<file path="src/rtl/paf_ram.sv">
module paf_ram #(
	parameter int WIDTH = 32,
	parameter int DEPTH = 16,
	localparam int AW = (DEPTH > 1) ? $clog2(DEPTH) : 1
) (
	input  logic             clk,
	input  logic             we,
	input  logic [AW-1:0]    waddr,
	input  logic [WIDTH-1:0] wdata,
	input  logic [AW-1:0]    raddr,
	output logic [WIDTH-1:0] rdata
);

	logic [WIDTH-1:0] mem_q [DEPTH];

	always_ff @(posedge clk) begin
		if (we) begin
			mem_q[waddr] <= wdata;
		end
		rdata <= mem_q[raddr];
	end

endmodule

</file>
<file path="config.mk">
export PLATFORM = sky130hd
export DESIGN_NAME = paf_ram
export DESIGN_NICKNAME = d
export VERILOG_FILES = /design/src/rtl/paf_ram.sv
export SDC_FILE = /design/constraint.sdc
export NUM_CORES = 1
export LEC_CHECK = 0
export ABC_AREA = 1
export ABC_CLOCK_PERIOD_IN_PS = 2650
export BUFFER_PORTS_ARGS = -buffer_cell sky130_fd_sc_hd__buf_2
export CAP_MARGIN = 20
export CORE_ASPECT_RATIO = 0.6
export CORE_MARGIN = 3
export CORE_UTILIZATION = 29
export CTS_BUF_LIST = sky130_fd_sc_hd__clkbuf_16
export DETAILED_ROUTE_END_ITERATION = 10
export HOLD_SLACK_MARGIN = 0.08
export PLACE_DENSITY = 0.42
export SLEW_MARGIN = 20
export SYNTH_ARGS = -nofsm -noshare
export SYNTH_HDL_FRONTEND = slang
export SYNTH_SLANG_ARGS = --single-unit
</file>
<file path="constraint.sdc">
create_clock -name clk -period 2.65 [get_ports clk]
set_input_delay 0.6625 -clock clk [delete_from_list [all_inputs] [get_ports clk]]
set_output_delay 0.6625 -clock clk [all_outputs]
set_load 0.02 [all_outputs]
</file>
==> impl_metrics.toml, run 1 <==
[floorplanning]
core_area_um2 = 76610
num_rows = 78
dieWidth_um = 367.4
ios = 74
die_area_um2 = 81890
initial_core_util_pct = 29.67
fp.dieH_um = 222.9

[power]
power.switching_uw = 4266
seqPwrFrac_pct = 53.0
power_per_cell_area_nw_per_um2 = 695.4
p_total_uw = 18260
clkPwrFrac_pct = 40.1
p_leak_uw = 0.01100
netSwitchingFraction_pct = 23.36
intPower_uw = 13990
combinationalPowerShare_pct = 6.9
ir_drop_mv = 0.4361

[place]
hpwl_mm = 33.63
port_buffers = 73
place_ws_ns = 0.4234
dp.cells = 3185
routabilityCongestion = 0.7343

[worst_setup_path]
crit_chain = "buf_2"
r2r_setup_slack_ns = 1.57
start_kind = "flop"
cp_top_family = "flip-flops"
rr_startpoint = "mem_q[1][16]$_DFFE_PP_"
cp.arrival_ns = 1.28
crit_fanout = 1
critical_path_buf_inv_count = 1
path_class = "reg2out"
r2r-end = "rdata[16]$_DFF_P_"
worst_path_max_delay_cell = "dfxtp_1"
required_ns = 1.99
cp-end-kind = "primary output"
reg2regPathDepth = 6
max_stage_delay_ns = 0.46

[route]
highest_layer = "met4"
drt_iter0_drc = 1022
first_pass_iters = 5
wl_met3_mm = 3.134
routed_wl_mm = 63.60
avgRoutedWirePerCell_um = 19.37
wl_met2_mm = 25.58
drc = 0
drtAntennaViolNets = 0
vias = 14470
route.layer.met1.wl_mm = 34.01
viasPerCell = 4.407

[grt]
grt_first_pass_wirelength_mm = 95.23
grt_max_degree = 65
track_usage_pct = 15.54
grt_remaining_overflow = 0
grt_pass1_vias = 14280
antenna_found_initial = 0

[sta]
worst_slew_pin_slew_ns = 0.7183
fin_tns_setup_ns = 0
hold_ws_ns = 0.4462
fmax_mhz = 515.7
worst_slack_ns = 0.7110
finalCritPeriodShare_pct = 73.17
period_minus_slack_ns = 1.939
rsz0062_at_grt = "false"
clock_skew_ns = 0.007432
hold_violations = 0
relSlewSlack_pct = 52.11
slew_viol_final = 0
finalSetupViolCount = 0

[min_path]
hold_start = "wdata[7]"
hold_class = "in2reg"
whs_endpoint = "mem_q[9][7]$_DFFE_PP_"
hold_depth = 1

[synthesis]
synthDistinctLibCells = 15
netlist_area_um2 = 22730
avgSynthCellArea_um2 = 10.72
syn_inst = 2120
syn_nets = 2162
synth_seq_cells = 544
yosys_warnings = 0
ys_seq_area_share_pct = 70.46

[finish]
synthToLayoutAreaGrowth_pct = 15.52
fin_nets = 2242
register_area_um2 = 16020
n_antenna_cell = 0
drive_gt1_share_pct = 9.759
multi_input_area_um2 = 4667
stdcell_count = 3284
fill_cells = 7678

[cts]
cts_tree = "yes"
clk_latency_ns = 0.60
postCtsSetupBuffers = 0
root_buffer = "clkbuf_16"
cts_sinks = 544
cts_buffer_depth = 3
hold_buffers = 0
numCtsBuffers = 53
ctsResizeCount = 0
htree_levels = 2
clk_pin_slew_worst_paths_ns = 0.06

[job]
cap_violations = 0

[outcome]
outcome = "finished, final reports clean"
[through the flow]
step           utilization (%)  area (um2)
6_report                 34.28       26260
5_1_grt                  34.28       26260
4_1_cts                  34.28       26260
3_5_place_dp             32.13       24610
3_3_place_gp             32.13       24610
2_1_floorplan                -       22730
[synth_stat cells, drive strengths merged]
cell	count	area, um2
dfxtp	32	640.6
edfxtp	512	15370
inv	390	1466
nand3	385	1927
clkbuf	14	52.55
nand3b	2	15.01
buf	91	649.4
nor2	17	63.81
nand2	677	2541
[layer usage]
metal	vias up	track usage (%)
met2	318	21.89
met3	71	2.616
li1	7010	-
met5	-	0
met4	0	2.918
met1	7075	24.80
[kinds of logic after synthesis]
logic type             share of synthesized area, %
buffers and inverters                         9.539
DFF                                           70.46
and+or+nand+nor                               20.00
[power by group through the flow]
stage          registers [uW]  logic, uW  clock network [uW]
6_report                 9680       1260                7320
5_1_grt                  9700       1410                7900
4_1_cts                  9680       1290                7550
3_5_place_dp             9870       1280                   0
3_3_place_gp             9870       1280                   0
2_1_floorplan            9920        656                   0
[sequential cells by signal, summed over array words and instances, names as in the netlist]
register,count
mem_q,512
rdata,32
[worst max path at each step]
stage | slack [ns] | cells past startpoint | from | to
finish | 0.71 | 1 | rdata[17]$_DFF_P_ | rdata[17]
global placement | 0.45 | 9 | raddr[0] | rdata[16]$_DFF_P_
global route | 0.58 | 1 | rdata[17]$_DFF_P_ | rdata[17]
detailed placement | 0.42 | 9 | raddr[0] | rdata[16]$_DFF_P_
floorplan | -0.005 | 2 | waddr[2] | mem_q[10][0]$_DFFE_PP_
CTS | 0.66 | 1 | rdata[29]$_DFF_P_ | rdata[29]
[cells in the final DEF (no fill, tap or decap), types with 16 or more instances in the layout]
cell	Yosys	routed
clkbuf_16	0	55
clkinv_1	0	16
nor2_4	0	16
buf_4	6	31
buf_2	41	70
inv_1	388	400
edfxtp_1	512	512
nand2_1	677	677
dfxtp_1	32	32
nand3_1	385	385
buf_12	1	28
[cell type report]
cell class / instances / area share, %
clock buffer: 55 / 5.241
multi-input combinational: 1081 / 17.77
clock inverter: 44 / 1.020
tap: 1040 / 4.955
timing repair buffer: 130 / 4.407
inverter: 390 / 5.613
sequential: 544 / 60.99
Note: power is estimated with default switching activity, not from simulation.
==> inputs of run 2 (changes only) <==
--- a/config.mk
+++ b/config.mk
@@ -6,7 +6,7 @@
 export NUM_CORES = 1
 export LEC_CHECK = 0
 export ABC_AREA = 1
-export ABC_CLOCK_PERIOD_IN_PS = 2650
+export ABC_CLOCK_PERIOD_IN_PS = 1850
 export BUFFER_PORTS_ARGS = -buffer_cell sky130_fd_sc_hd__buf_2
 export CAP_MARGIN = 20
 export CORE_ASPECT_RATIO = 0.6
@@ -15,7 +15,7 @@
 export CTS_BUF_LIST = sky130_fd_sc_hd__clkbuf_16
 export DETAILED_ROUTE_END_ITERATION = 10
 export HOLD_SLACK_MARGIN = 0.08
-export PLACE_DENSITY = 0.42
+export PLACE_DENSITY = 0.4
 export SLEW_MARGIN = 20
 export SYNTH_ARGS = -nofsm -noshare
 export SYNTH_HDL_FRONTEND = slang
==> constraint.sdc (replaced) <==
create_clock -name clk -period 1.85 [get_ports clk]
set_input_delay 0.4625 -clock clk [delete_from_list [all_inputs] [get_ports clk]]
set_output_delay 0.4625 -clock clk [all_outputs]
set_load 0.02 [all_outputs]
==> run 2 against run 1 <==
  * Die area unchanged
  * First-iteration DRC count up 28%
  * Flip-flop and latch count unchanged
  * Cell area is 3.5% higher
  * Critical path type unchanged
  * Largest cell class unchanged
==> impl_metrics.toml, run 2 (synthesis gave the netlist of run 1 again) <==
[cts]
cts_buffer_depth = 3
ctsResizeCount = 0
hold_buffers = 0
postCtsSetupBuffers = 0
cts_tree = "yes"
clk_latency_ns = 0.62
numCtsBuffers = 53
root_buffer = "clkbuf_16"
htree_levels = 2
clk_pin_slew_worst_paths_ns = 0.07
cts_sinks = 544

[route]
routed_wl_mm = 66.70
drtAntennaViolNets = 0
viasPerCell = 4.447
vias = 14890
drc = 0
first_pass_iters = 5
drt_iter0_drc = 1312
avgRoutedWirePerCell_um = 19.93

[floorplanning]
dieWidth_um = 367.4
core_area_um2 = 76610
initial_core_util_pct = 29.67
ios = 74
fp.dieH_um = 222.9
die_area_um2 = 81890
num_rows = 78

[grt]
grt_pass1_vias = 14570
grt_remaining_overflow = 0
antenna_found_initial = 3
grt_max_degree = 54
track_usage_pct = 16.22
grt_first_pass_wirelength_mm = 99.36

[worst_setup_path]
critical_path_buf_inv_count = 1
cp_top_family = "flip-flops"
cp-end-kind = "primary output"
worst_path_max_delay_cell = "dfxtp_1"
crit_fanout = 1
rr_startpoint = "mem_q[1][2]$_DFFE_PP_"
path_class = "reg2out"
cp.arrival_ns = 1.26
max_stage_delay_ns = 0.43
startpoint = "rdata[19]$_DFF_P_"
crit_chain = "buf_2"
start_kind = "flop"
required_ns = 1.39

[place]
routabilityCongestion = 0.7702
port_buffers = 73
hpwl_mm = 40.87

[finish]
reg.largest.list = "mem_q x512, rdata x32"
registers.top_by_ff_count = "mem_q"
synthToLayoutAreaGrowth_pct = 19.57
final_common_cell = "nand2_1"
largest_register_ffs = 512
drive_gt1_share_pct = 12.27
fin_nets = 2303
final_cell_mix = "nand2_1, edfxtp_1, inv_1"
final_util_pct = 35.48

[outcome]
outcome = "finished, final reports clean"

[power]
power_per_cell_area_nw_per_um2 = 999.3
p_leak_uw = 0.01144
p_total_uw = 27160
ir_drop_mv = 0.6621

[sta]
finalCritPeriodShare_pct = 92.94
relSlewSlack_pct = 64.65
slew_viol_final = 0
fmax_mhz = 581.6
clock_skew_ns = 0.02751
worst_slew_pin_slew_ns = 0.5302
rsz0062_at_grt = "false"
hold_violations = 0
finalSetupViolCount = 0
period_minus_slack_ns = 1.719

[min_path]
hold_start = "wdata[15]"
hold_class = "in2reg"

[job]
cap_violations = 0
-- run 2: cell types whose count changed in the layout (fill, tap and decap cells not counted), moves of 2 or more --
cell,change
buf_12,+26
buf_4,+35
clkinv_2,-2
inv_1,-3
bufinv_16,+5
-- run 2: metrics by stage --
step                std cells  hold WS, ns  cell area (um2)  setup slack [ns]  setup TNS [ns]
finish                   3347       0.2475            27180            0.1307               0
global route             3346       0.2306            27180           0.07145               0
CTS                      3346       0.1985            27180           0.08198               0
detailed placement       3246       0.6559            25400           0.04732               0
global placement         3246       0.6488            25400           0.02355               0
floorplan                2120       0.5614            22780           -0.1456          -59.68
-- run 2: worst paths after layout --
kind,end,slack (ns),cells after the start
worst max-delay path,rdata[19],0.13,1
worst min-delay path,mem_q[1][15]$_DFFE_PP_,0.25,1
worst max register to register,rdata[2]$_DFF_P_,0.62,7
worst min register to register,rdata[13]$_DFF_P_,0.65,6
-- run 2: per-layer routing --
layer | vias to the layer above | global-route usage, % | wire [um]
met5 | - | 0 | 0
met4 | 0 | 3.502 | 1023
met3 | 75 | 2.420 | 3514
met2 | 371 | 23.39 | 27620
met1 | 7309 | 25.49 | 34540
li1 | 7130 | - | -
-- run 2: cell type report --
class	instances	area, um2
antenna	1	2.502
clock inverter	46	426.7
clock buffer	54	1351
tap	1040	1301
multi-input combinational	1081	4667
fill	7666	49430
timing repair buffer	191	1941
sequential	544	16020
inverter	390	1474
-- run 2: power breakdown --
| group | leakage [uW] | internal [uW] | switching, uW |
|---|---|---|---|
| Sequential | 0.00490 | 13800 | 96.3 |
| Combinational | 0.00564 | 640 | 1410 |
| Clock | 0.000904 | 6410 | 4830 |
