$ cat config.mk
export PLATFORM = sky130hd
export DESIGN_NAME = paf_sqrt
export DESIGN_NICKNAME = d
export VERILOG_FILES = /design/src/rtl/paf_pkg.sv /design/src/rtl/paf_sqrt.sv
export SDC_FILE = /design/constraint.sdc
export NUM_CORES = 1
export LEC_CHECK = 0
export BUFFER_PORTS_ARGS = -buffer_cell sky130_fd_sc_hd__buf_2
export CAP_MARGIN = 20
export CORE_ASPECT_RATIO = 0.75
export CORE_MARGIN = 2
export CORE_UTILIZATION = 37
export DETAILED_ROUTE_END_ITERATION = 8
export SYNTH_ARGS = -nofsm -noshare
export SYNTH_HDL_FRONTEND = slang
export SYNTH_SLANG_ARGS = --single-unit
export TNS_END_PERCENT = 100
$ cat constraint.sdc
create_clock -name clk -period 13.5 [get_ports clk]
set_input_delay 0.675 -clock clk [delete_from_list [all_inputs] [get_ports clk]]
set_output_delay 0.675 -clock clk [all_outputs]
set_load 0.01 [all_outputs]
$ cat src/rtl/paf_pkg.sv
package paf_pkg;

	localparam int COORD_W = 32;
	localparam int MUL_W   = 33;
	localparam int PROD_W  = 66;
	localparam int RAD_W   = 64;
	localparam int ROOT_W  = 32;
	localparam int DIVN_W  = 80;
	localparam int DIVD_W  = 66;
	localparam int DIVS_W  = 82;
	localparam int DIVQ_W  = 48;
	localparam int QCNT_W  = 6;
	localparam int FORCE_W = 16;
	localparam int PEAK_W  = 15;
	localparam int ENTRY_W = 4 * COORD_W;

	localparam logic [2:0] FUNC_APPEND = 3'd0;
	localparam logic [2:0] FUNC_WRITE  = 3'd1;
	localparam logic [2:0] FUNC_DEACT  = 3'd2;
	localparam logic [2:0] FUNC_CLEAR  = 3'd3;
	localparam logic [2:0] FUNC_QUERY  = 3'd4;

	localparam logic [2:0] CFG_ENGINE_ON  = 3'd0;
	localparam logic [2:0] CFG_GAIN       = 3'd1;
	localparam logic [2:0] CFG_DAMPING    = 3'd2;
	localparam logic [2:0] CFG_PULL_LIMIT = 3'd3;
	localparam logic [2:0] CFG_REACH_DEF  = 3'd4;
	localparam logic [2:0] CFG_MASS_FLOOR = 3'd5;
	localparam logic [2:0] CFG_MASS_CEIL  = 3'd6;

	localparam logic [RAD_W-1:0] NEAR_SQ     = 64'd429497;
	localparam logic [RAD_W-1:0] MIN_LEN_SQ  = 64'd269;
	localparam logic [RAD_W-1:0] UNIT_LEN_SQ = 64'd268435456;
	localparam logic [PEAK_W-1:0] ONE_Q14    = 15'd16384;

	localparam logic [QCNT_W-1:0] QB_PULL = 6'd17;
	localparam logic [QCNT_W-1:0] QB_WIDE = 6'd48;

	typedef enum logic [4:0] {
		ST_IDLE, ST_RD, ST_LOAD, ST_MA, ST_MB, ST_MC, ST_MD, ST_ME, ST_CHK,
		ST_SQ, ST_E2, ST_E2W, ST_DF, ST_FX, ST_FXW, ST_DVX, ST_FY, ST_FYW, ST_DVY,
		ST_L1, ST_L2, ST_L3, ST_LSQ, ST_SX, ST_DSX, ST_SY, ST_DSY, ST_OUT
	} state_t;

	typedef struct packed {
		logic              start;
		logic [QCNT_W-1:0] qbits;
	} div_ctl_t;

	typedef struct packed {
		logic done;
		logic rem_nz;
	} sqrt_stat_t;

endpackage

$ cat src/rtl/paf_sqrt.sv
// Integer square root, one result bit per cycle; remainder flag for ceiling.
module paf_sqrt (
	input  logic                         clk,
	input  logic                         arst_n,
	input  logic                         start,
	input  logic [paf_pkg::RAD_W-1:0]    radicand,
	output paf_pkg::sqrt_stat_t          stat,
	output logic [paf_pkg::ROOT_W-1:0]   root
);

	logic [paf_pkg::RAD_W-1:0] v_q, r_q, bit_q, trial;
	logic run_q, done_q, ge;

	assign trial = r_q + bit_q;
	assign ge    = v_q >= trial;

	always_ff @(posedge clk or negedge arst_n) begin
		if (!arst_n) begin
			run_q  <= 1'b0;
			done_q <= 1'b0;
		end else begin
			done_q <= run_q && bit_q[0];
			if (start) begin
				run_q <= 1'b1;
			end else if (run_q && bit_q[0]) begin
				run_q <= 1'b0;
			end
		end
	end

	always_ff @(posedge clk) begin
		if (start) begin
			v_q   <= radicand;
			r_q   <= '0;
			bit_q <= {2'b01, {(paf_pkg::RAD_W-2){1'b0}}};
		end else if (run_q) begin
			if (ge) begin
				v_q <= v_q - trial;
				r_q <= (r_q >> 1) + bit_q;
			end else begin
				r_q <= r_q >> 1;
			end
			bit_q <= bit_q >> 2;
		end
	end

	assign root        = r_q[paf_pkg::ROOT_W-1:0];
	assign stat.done   = done_q;
	assign stat.rem_nz = |v_q;

endmodule

==> results of run 1 <==
[state kept, by name (all words and copies together) (netlist names)]
register / count
bit_q: 32
done_q: 1
r_q: 64
run_q: 1
v_q: 64
[layer usage]
metal,wire length [µm],part of all wire (%)
met3,3050,6.6
met1,24000,52
met2,18500,40
met4,867,1.9
met5,13,0.028
[cell type report]
type	instances	area, µm²	share of cell area [%]
Multi-Input combinational cell	1575	10400	64.1
Tap cell	528	661	4.06
Inverter	46	173	1.06
Clock buffer	20	457	2.80
Clock inverter	12	97.6	0.599
Timing Repair Buffer	107	559	3.43
Sequential cell	162	3900	23.9
[per-stage QoR]
stage               cell area [µm²]  hold WS (ns)
detailed placement            15700         0.496
finish                        16300        0.0203
floorplan                     15200         0.379
global placement              15700         0.493
global route                  16300      0.000797
CTS                           16300       0.00929
[logic make-up after synthesis]
group / share of synthesized area (%)
muxes: 3.43
and+or+nand+nor: 18.2
DFF: 25.6
adders and majority gates: 10.8
xor gates and xnor gates: 8.94
AOI/OAI and AO/OA: 27.3
buffers and inverters: 5.72
[power by group]
| part | internal [mW] | switching, mW |
|---|---|---|
| clock | 0.249 | 0.225 |
| sequential | 0.720 | 0.169 |
| combinational | 0.814 | 1.34 |
| total | 1.78 | 1.73 |
[Yosys cell counts, drive strengths merged, types with 53 or more instances]
master    n  area, µm²
nand4    53        332
a21oi   116        603
nor2    172        648
xnor2    86        753
buf      60        385
clkbuf   83        312
dfxtp    96       1920
o21ai   191        967
nand2   232        871
edfxtp   64       1920
ha      130       1630
xor2     69        604
a31oi    69        447
[final timing paths]
path,startpoint,to,slack [ns]
max reg2reg,r_q[2]$_SDFFE_PP0P_,v_q[23]$_DFFE_PP_,6.43
min reg2reg,r_q[0]$_SDFFE_PP0P_,r_q[0]$_SDFFE_PP0P_,0.51
min in group clk,radicand[61],v_q[61]$_DFFE_PP_,0.50
min,arst_n,run_q$_DFFE_PN0P_,0.02
max in group asynchronous,arst_n,run_q$_DFFE_PN0P_,13.33
max,r_q[2]$_SDFFE_PP0P_,v_q[23]$_DFFE_PP_,6.43
[worst max-delay path, cell delays in order, from the launching register on]
cell	delay, ns
dfxtp_1	0.36
ha_1	0.35
a31oi_1	0.14
o21bai_1	0.28
a31o_2	0.27
a21oi_2	0.11
o31ai_4	0.32
a41oi_1	0.22
o21ba_2	0.29
o41a_1	0.37
o21ai_2	0.20
a41oi_1	0.16
xor2_1	0.19
ha_1	0.38
and2_1	0.23
nand3_1	0.14
nor4_1	0.52
nand3b_1	0.16
a21oi_2	0.23
or2_2	0.15
buf_4	0.48
nand2_1	0.24
nand2b_2	0.13
buf_4	0.67
==> out/qor.yml, run 1 <==
ys_seq_area_share_pct: 25.6
grt_pass1_vias: 13341
synth-edff-count: 64
worstRegToRegCells: 23
die_w_um: 238
finalSetupViolCount: 0
cts_max_level: 4
initial_core_util_pct: 37.3
antenna_found_initial: 1
clkLatencyLatePin_ns: 0.46
post-route-period-util_pct: 52.4
worst_slack_ns: 6.43
cp.arrival_ns: 7.15
track_usage_pct: 21.7
diodes: 0
fin_crit_ns: 7.07
drv_slew: 0
critPathCaptureType: "register"
cts_tree: "built"
finalNetCount: 2107
synth_nets: 2124
relSlewSlack_pct: 41.0
cts.clk_slew.worst_paths_ns: 0.07
busiest_layer: "met1"
cp_max_fo: 64
row_count: 64
p_leak_nw: 6.54
max_freq_mhz: 141
die_y_um: 179
status: "finished clean"
fillCellCount: 4182
final_cells: 2450
post-cts-setup-buffer-count: 0
ys_types: 75
avgSynthCellArea_um2: 7.89
ys_ff_latch: 162
portBuffers: 100
setup_tns_ns: 0
dpl.cell_count: 2418
final_common_cell: "nand2_1"
clockRootBuffer: "clkbuf_16"
overflow: 0
fin_total_pwr_mw: 3.52
grt_max_degree: 85
ys_warn_count: 0
rsz0062_at_grt: "false"
grt_pass1_wl_um: 73800
final_layout_size_suffix_gt1_share_pct: 9.52
vias_per_cell: 5.84
holdCritPathClass: "primary input to async pin"
met1_usage_pct: 33.9
hold_viol: 0
numClockSinks: 162
place_ws_ns: 6.47
cp-start-kind: "register"
drc: 0
most-common-layout-cells: "nand2_1 (232), o21ai_0 (179), nor2_1 (170)"
hold_buffers: 0
ios: 101
cts_inserted_buffers: 17
ir_drop_mv: 0.167
path_class: "register to register"
fin_skew_ns: 0.0198
syn-instance-count: 1926
use_met2_pct: 30.1
syn_area_um2: 15200
post_cts_resized: 0
crit_required_ns: 13.57
drtAntennaViolNets: 0
cts_buffer_depth: 2
maxCapViolations: 0
dp_hpwl_um: 36000
post-route-util_pct: 40.0
placeableCoreArea_um2: 40700
worst_pin_slew_ns: 0.886
yosys_most_used_dff: "dfxtp_1"
area_delta_synth_final_pct: 7.18
drt_iter0_markers: 1394
num_vias: 14304
wire_per_inst_um: 19.0
firstDrtPassIters: 5
power_density_nw_per_um2: 216
globalplace.congestion: 0.938
ys_async_sr_fraction_pct: 1.23
met3_usage_pct: 3.65
wl_um: 46500
die-area_um2: 42700
(Power assumes the default switching activity.)
==> run 2: changes to the inputs <==
clock period = 6.5 ns   (was 13.5 ns; I/O delays follow)
==> run 2 against run 1 <==
Clock skew is 0.0073 ns lower. Register-to-register slack worse by 6.1 ns. Wire length is 1.3% higher. Fmax is 15% higher. Flip-flop and latch count stayed put. First-iteration DRC count is 5.3% higher. Final area is 0.85% higher. Utilization is 0.34 points higher. Sequential share of layout area is 0.20 points lower. Critical endpoint is now v_q[4]$_DFFE_PP_.
==> out/qor.yml, run 2 (synthesis results as in run 1) <==
status: "finished clean"
numClockSinks: 162  # unchanged
ir_drop_mv: 0.220  # +31%
vias_per_cell: 5.84  # about the same
p_comb_share_pct: 61.4  # +0.2 points
worst_slack_ns: 0.366  # -6.06 ns
grt_pass1_vias: 13026  # -2.4%
reg.largest.list: "r_q (64), v_q (64), bit_q (32)"
worst_pin_slew_ns: 0.932  # +0.0468 ns
drv_slew: 0  # unchanged
slowest_delay_ns: 0.42  # -0.25 ns
clockRootBuffer: "clkbuf_16"
track_usage_pct: 21.7  # +0.094 points
cp-start-kind: "register"
fin_skew_ns: 0.0126  # -0.00728 ns
holdCritPathClass: "primary input to register"
area_delta_synth_final_pct: 8.10
die-area_um2: 42700  # unchanged
final_layout_size_suffix_gt1_share_pct: 10.0  # +0.53 points
cts_buffer_depth: 2  # unchanged
cp.arrival_ns: 6.25  # -0.90 ns
final_common_cell: "nand2_1"
p_clk_share_pct: 13.8  # +0.3 points
cp_max_fo: 64  # unchanged
hold_viol: 0  # unchanged
num_vias: 14350  # +0.32%
post-route-period-util_pct: 94.4  # +42 points
grt_max_degree: 91  # +7.1%
wl_um: 47100  # +1.3%
p_leak_nw: 6.63  # +1.3%
fin_total_pwr_mw: 7.40  # +110%
drt_iter0_markers: 1468  # +5.3%
power_density_nw_per_um2: 450  # +110%
diodes: 0  # unchanged
cts.clk_slew.worst_paths_ns: 0.07  # about the same
finalSetupViolCount: 0  # unchanged
firstDrtPassIters: 6  # +1
place_ws_ns: 0.315  # -6.16 ns
wire_per_inst_um: 19.2  # +0.97%
die_y_um: 179  # unchanged
overflow: 0  # unchanged
drc: 0  # unchanged
pwr-share-seq_pct: 24.8  # -0.5 points
crit_required_ns: 6.62  # -6.95 ns
ios: 101  # unchanged
initial_core_util_pct: 37.3  # unchanged
dp_hpwl_um: 36700  # +1.7%
power.share.switching_pct: 48.9  # -0.42 points
setup_tns_ns: 0  # unchanged
row_count: 64  # unchanged
drtAntennaViolNets: 0  # unchanged
path_class: "register to register"
grt_pass1_wl_um: 73300  # -0.67%
most-common-layout-cells: "nand2_1 (232), o21ai_0 (179), nor2_1 (170)"
power.internal_mw: 3.78  # +110%
antenna_found_initial: 0  # -1
cp_cell_sequence: "ha_1 > ha_1 > a21oi_1 > o21bai_1 > a31oi_1 > o31ai_2 > a21oi_1 > o211ai_1 > a21boi_1 > nand2b_1 > a21oi_1 > o21ai_0 > xor2_1 > ha_1 > and2_1 > nand3_1 > nor4_1 > nand3b_1 > a21oi_2 > or2_2 > nand2_1 > nand2b_2 > buf_12"
finalNetCount: 2117  # +0.47%
maxCapViolations: 0  # unchanged
p_sw_mw: 3.62  # +110%
cts_inserted_buffers: 17  # unchanged
rsz0062_at_grt: "false"
portBuffers: 100  # unchanged
globalplace.congestion: 0.931  # -0.75%
cts_max_level: 4  # unchanged
relSlewSlack_pct: 37.8  # -3.1 points
critPathCaptureType: "register"
fin_crit_ns: 6.13  # -0.936 ns
cts_tree: "built"
clkLatencyLatePin_ns: 0.46  # about the same
max_freq_mhz: 163  # +15%
placeableCoreArea_um2: 40700  # unchanged
cp_slowest_cell: "a21oi_1"
die_w_um: 238  # unchanged
==> run 2: changes by cell type in the layout (fill, tap and decap cells not counted), moves of 2 or more <==
cell	change
buf_12	+3
buf_4	+6
clkbuf_8	-2
clkinv_2	+2
clkinv_4	-2
clkinvlp_4	-2
inv_8	+3
==> run 2: critical path, delay by kind of cell (launching register included) <==
family          cells  cell delay [ns]
compound gates     10             2.36
buf+inv             1             0.29
xor+xnor            1             0.32
flops               1             0.37
fa+ha+maj           3             0.72
simple gates        8             1.65
==> run 2: final cells by class <==
cell class,count,area [µm²]
Tap cell,528,661
Inverter,46,173
Fill cell,4162,24300
Clock inverter,14,141
Multi-Input combinational cell,1575,10500
Timing Repair Buffer,117,674
Clock buffer,17,425
Sequential cell,162,3900
==> run 2: worst paths after layout <==
| path | start | end | slack (ns) | depth (start not counted) |
|---|---|---|---|---|
| worst max-delay path | bit_q[0]$_SDFFE_PP0P_ | v_q[4]$_DFFE_PP_ | 0.37 | 23 |
| worst min-delay path | radicand[12] | v_q[12]$_DFFE_PP_ | 0.14 | 3 |
| worst max register to register | bit_q[0]$_SDFFE_PP0P_ | v_q[4]$_DFFE_PP_ | 0.37 | 23 |
| worst min register to register | r_q[36]$_SDFFE_PP0P_ | r_q[36]$_SDFFE_PP0P_ | 0.52 | 2 |
| max in group asynchronous | arst_n | run_q$_DFFE_PN0P_ | 6.23 | 2 |
| min in group asynchronous | arst_n | run_q$_DFFE_PN0P_ | 0.17 | 2 |
==> run 2: repair_timing <==
action,in CTS,in global routing
buffers inserted,0,0
resized for setup,0,2
endpoints found under the hold margin,2,0
setup endpoints to repair,0,65
hold buffers,1,0
==> run 2: per-layer routing <==
layer / global-route usage [%] / part of all wire, % / up-vias
met5: 0 / 0 / -
met3: 3.47 / 6.8 / 40
met1: 34.6 / 52 / 6717
met4: 4.98 / 1.4 / 0
li1: - / - / 7075
met2: 30.0 / 40 / 518
==> run 2: metrics by stage <==
step | utilization (%) | cell area [µm²] | std cells | hold slack [ns]
final | 40.4 | 16400 | 2459 | 0.140
after CTS | 40.3 | 16400 | 2459 | 0.118
after detailed placement | 38.9 | 15800 | 2427 | 0.113
after global routing | 40.4 | 16400 | 2459 | 0.133
after global placement | 38.9 | 15800 | 2427 | 0.114
after floorplan | - | 15200 | 1926 | 0.0294
==> run 2: power by group through the flow <==
stage,Clock [mW],Sequential [mW],Combinational [mW]
after floorplan,0,1.68,3.48
after global placement,0,1.84,4.44
final,1.02,1.83,4.54
after global routing,1.08,1.86,5.03
after CTS,1.04,1.82,4.48
after detailed placement,0,1.84,4.45
==> run 3: changes to the inputs <==
CORE_MARGIN = unset   (was 2)
RECOVER_POWER = 100   (was unset)
==> run 3 against run 2 <==
The flow now finishes with violations (max-capacitance violations, max-slew violations). Setup slack got worse by 0.0023 ns. Combinational power barely moved. Utilization rose by 0.49 points. Sequential power barely moved. Critical path depth did not move. Fmax barely moved. Sequential share of layout area rose by 0.13 points. Critical path type unchanged. Critical endpoint is now v_q[63]$_DFFE_PP_. Largest cell class unchanged.
==> out/qor.yml, run 3 (synthesis results as in run 1) <==
cp-start-kind: "register"
setup_tns_ns: 0  # unchanged
post-route-period-util_pct: 94.4  # about the same
dp_hpwl_um: 36000  # -1.8%
die_y_um: 177  # -1.1%
cts.clk_slew.worst_paths_ns: 0.07  # about the same
cp.arrival_ns: 6.35  # +0.10 ns
drv_slew: 183  # +183
post-route-util_pct: 40.9  # +0.49 points
row_count: 63  # -1.6%
violations: "max-capacitance violations, max-slew violations"
diodes: 0  # unchanged
drt_iter0_markers: 1378  # -6.1%
grt_pass1_vias: 13050  # +0.18%
hold_viol: 0  # unchanged
placeableCoreArea_um2: 40000  # -1.8%
cts_tree: "built"
track_usage_pct: 22.3  # +0.59 points
ir_drop_mv: 0.241  # +9.8%
final_common_cell: "nand2_1"
numClockSinks: 162  # unchanged
crit_family: "compound AO/OA/AOI/OAI gates"
die_w_um: 236  # -0.84%
relSlewSlack_pct: -130  # -170 points
fin_skew_ns: 0.0129  # +0.000368 ns
slowest_delay_ns: 0.47  # +0.05 ns
area_delta_synth_final_pct: 7.49
most-common-layout-cells: "nand2_1 (232), o21ai_0 (181), nor2_1 (170)"
finalNetCount: 2111  # -0.28%
finalSetupViolCount: 0  # unchanged
p_leak_nw: 6.48  # -2.3%
fillCellCount: 4019  # -3.4%
critPathCaptureType: "register"
grt_max_degree: 183  # +100%
cp_cell_sequence: "ha_1 > a31oi_1 > o21bai_1 > a31o_2 > a21oi_2 > o31ai_4 > a41oi_1 > o21ba_1 > o41a_1 > o21ai_2 > a31oi_1 > xor2_1 > ha_1 > nand2_1 > or3_1 > o21ai_0 > a21oi_1 > o211ai_1 > o21a_1 > o211ai_1 > a31oi_4 > nor3_1 > a221o_1"
cts_inserted_buffers: 17  # unchanged
cp_max_fo: 6  # -91%
vias_per_cell: 5.88  # +0.70%
antenna_found_initial: 1  # +1
final_layout_size_suffix_gt1_share_pct: 7.48  # -2.6 points
worst_pin_slew_ns: 3.44  # +2.51 ns
clkLatencyLatePin_ns: 0.46  # about the same
holdCritPathClass: "primary input to register"
cts_max_level: 4  # unchanged
status: "complete, but fails checks"
path_class: "register to register"
reg.largest.list: "r_q (64), v_q (64), bit_q (32)"
wl_um: 47000  # -0.10%
clockRootBuffer: "clkbuf_16"
grt_pass1_wl_um: 73500  # +0.28%
maxCapViolations: 1  # +1
drtAntennaViolNets: 0  # unchanged
rsz0062_at_grt: "false"
max_freq_mhz: 163  # about the same
portBuffers: 100  # unchanged
cp_slowest_cell: "or3_1"
cts_buffer_depth: 2  # unchanged
fin_crit_ns: 6.14  # +0.00231 ns
initial_core_util_pct: 38.0  # +0.67 points
crit_required_ns: 6.71  # +0.09 ns
power_density_nw_per_um2: 459  # +1.9%
num_vias: 14368  # +0.13%
worstPathBufferInverterCount: 0  # -1
overflow: 0  # unchanged
drc: 0  # unchanged
globalplace.congestion: 0.940  # +1.0%
die-area_um2: 41900  # -1.9%
ios: 101  # unchanged
post-cts-setup-buffer-count: 0  # unchanged
wire_per_inst_um: 19.2  # +0.47%
firstDrtPassIters: 5  # -1
-- run 3: through the flow --
| stage | power [mW] | std cells | cell area [µm²] | hold WS [ns] | setup slack (ns) |
|---|---|---|---|---|---|
| finish | 7.50 | 2445 | 16300 | 0.144 | 0.363 |
| global placement | 6.30 | 2413 | 15800 | 0.137 | 0.579 |
| CTS | 7.47 | 2445 | 16400 | 0.129 | 0.396 |
| detailed placement | 6.30 | 2413 | 15800 | 0.136 | 0.421 |
| floorplan | 5.16 | 1926 | 15200 | 0.0294 | 0.119 |
| global route | 8.04 | 2445 | 16300 | 0.138 | 0.0249 |
-- run 3: worst reg2reg max path: cells and delay by family (launching register included) --
kind	cells	cell delay, ns
compound gates	17	3.87
xor+xnor	1	0.20
flops	1	0.36
simple gates	3	0.71
fa+ha+maj	2	0.76
-- run 3: worst paths after layout --
kind	from	endpoint	slack (ns)	depth (start not counted)
worst max-delay path	r_q[2]$_SDFFE_PP0P_	v_q[63]$_DFFE_PP_	0.36	23
worst min-delay path	radicand[15]	v_q[15]$_DFFE_PP_	0.14	3
worst max register to register	r_q[2]$_SDFFE_PP0P_	v_q[63]$_DFFE_PP_	0.36	23
worst min register to register	bit_q[0]$_SDFFE_PP0P_	run_q$_DFFE_PN0P_	0.52	1
max in group asynchronous	arst_n	run_q$_DFFE_PN0P_	6.05	2
min in group asynchronous	arst_n	done_q$_DFF_PN0_	0.25	2
-- run 3: final cells by class --
class	count	area, µm²	share of cell area (%)
tap	520	651	3.98
inverter	46	173	1.06
multi-input combinational	1575	10400	63.6
sequential	162	3900	23.9
clock inverter	10	144	0.881
timing repair buffer	111	568	3.48
clock buffer	21	504	3.09
-- run 3: timing repair --
action | in CTS | in global routing
gates resized for setup | 0 | 1
hold endpoints to repair | 2 | 0
endpoints found under the setup margin | 0 | 1
hold buffers | 1 | 0
-- run 3: power breakdown --
| group | total [mW] | switching (mW) | internal (mW) |
|---|---|---|---|
| combinational | 4.51 | 2.80 | 1.70 |
| sequential | 1.85 | 0.356 | 1.49 |
| clock | 1.14 | 0.464 | 0.674 |
-- run 3: routing by layer --
metal / GRT usage (%) / part of all wire, % / wire length, µm
met3: 4.11 / 7.7 / 3610
met4: 4.90 / 1.4 / 676
met1: 35.3 / 52 / 24500
met5: 0 / 0.017 / 8
met2: 30.4 / 39 / 18200
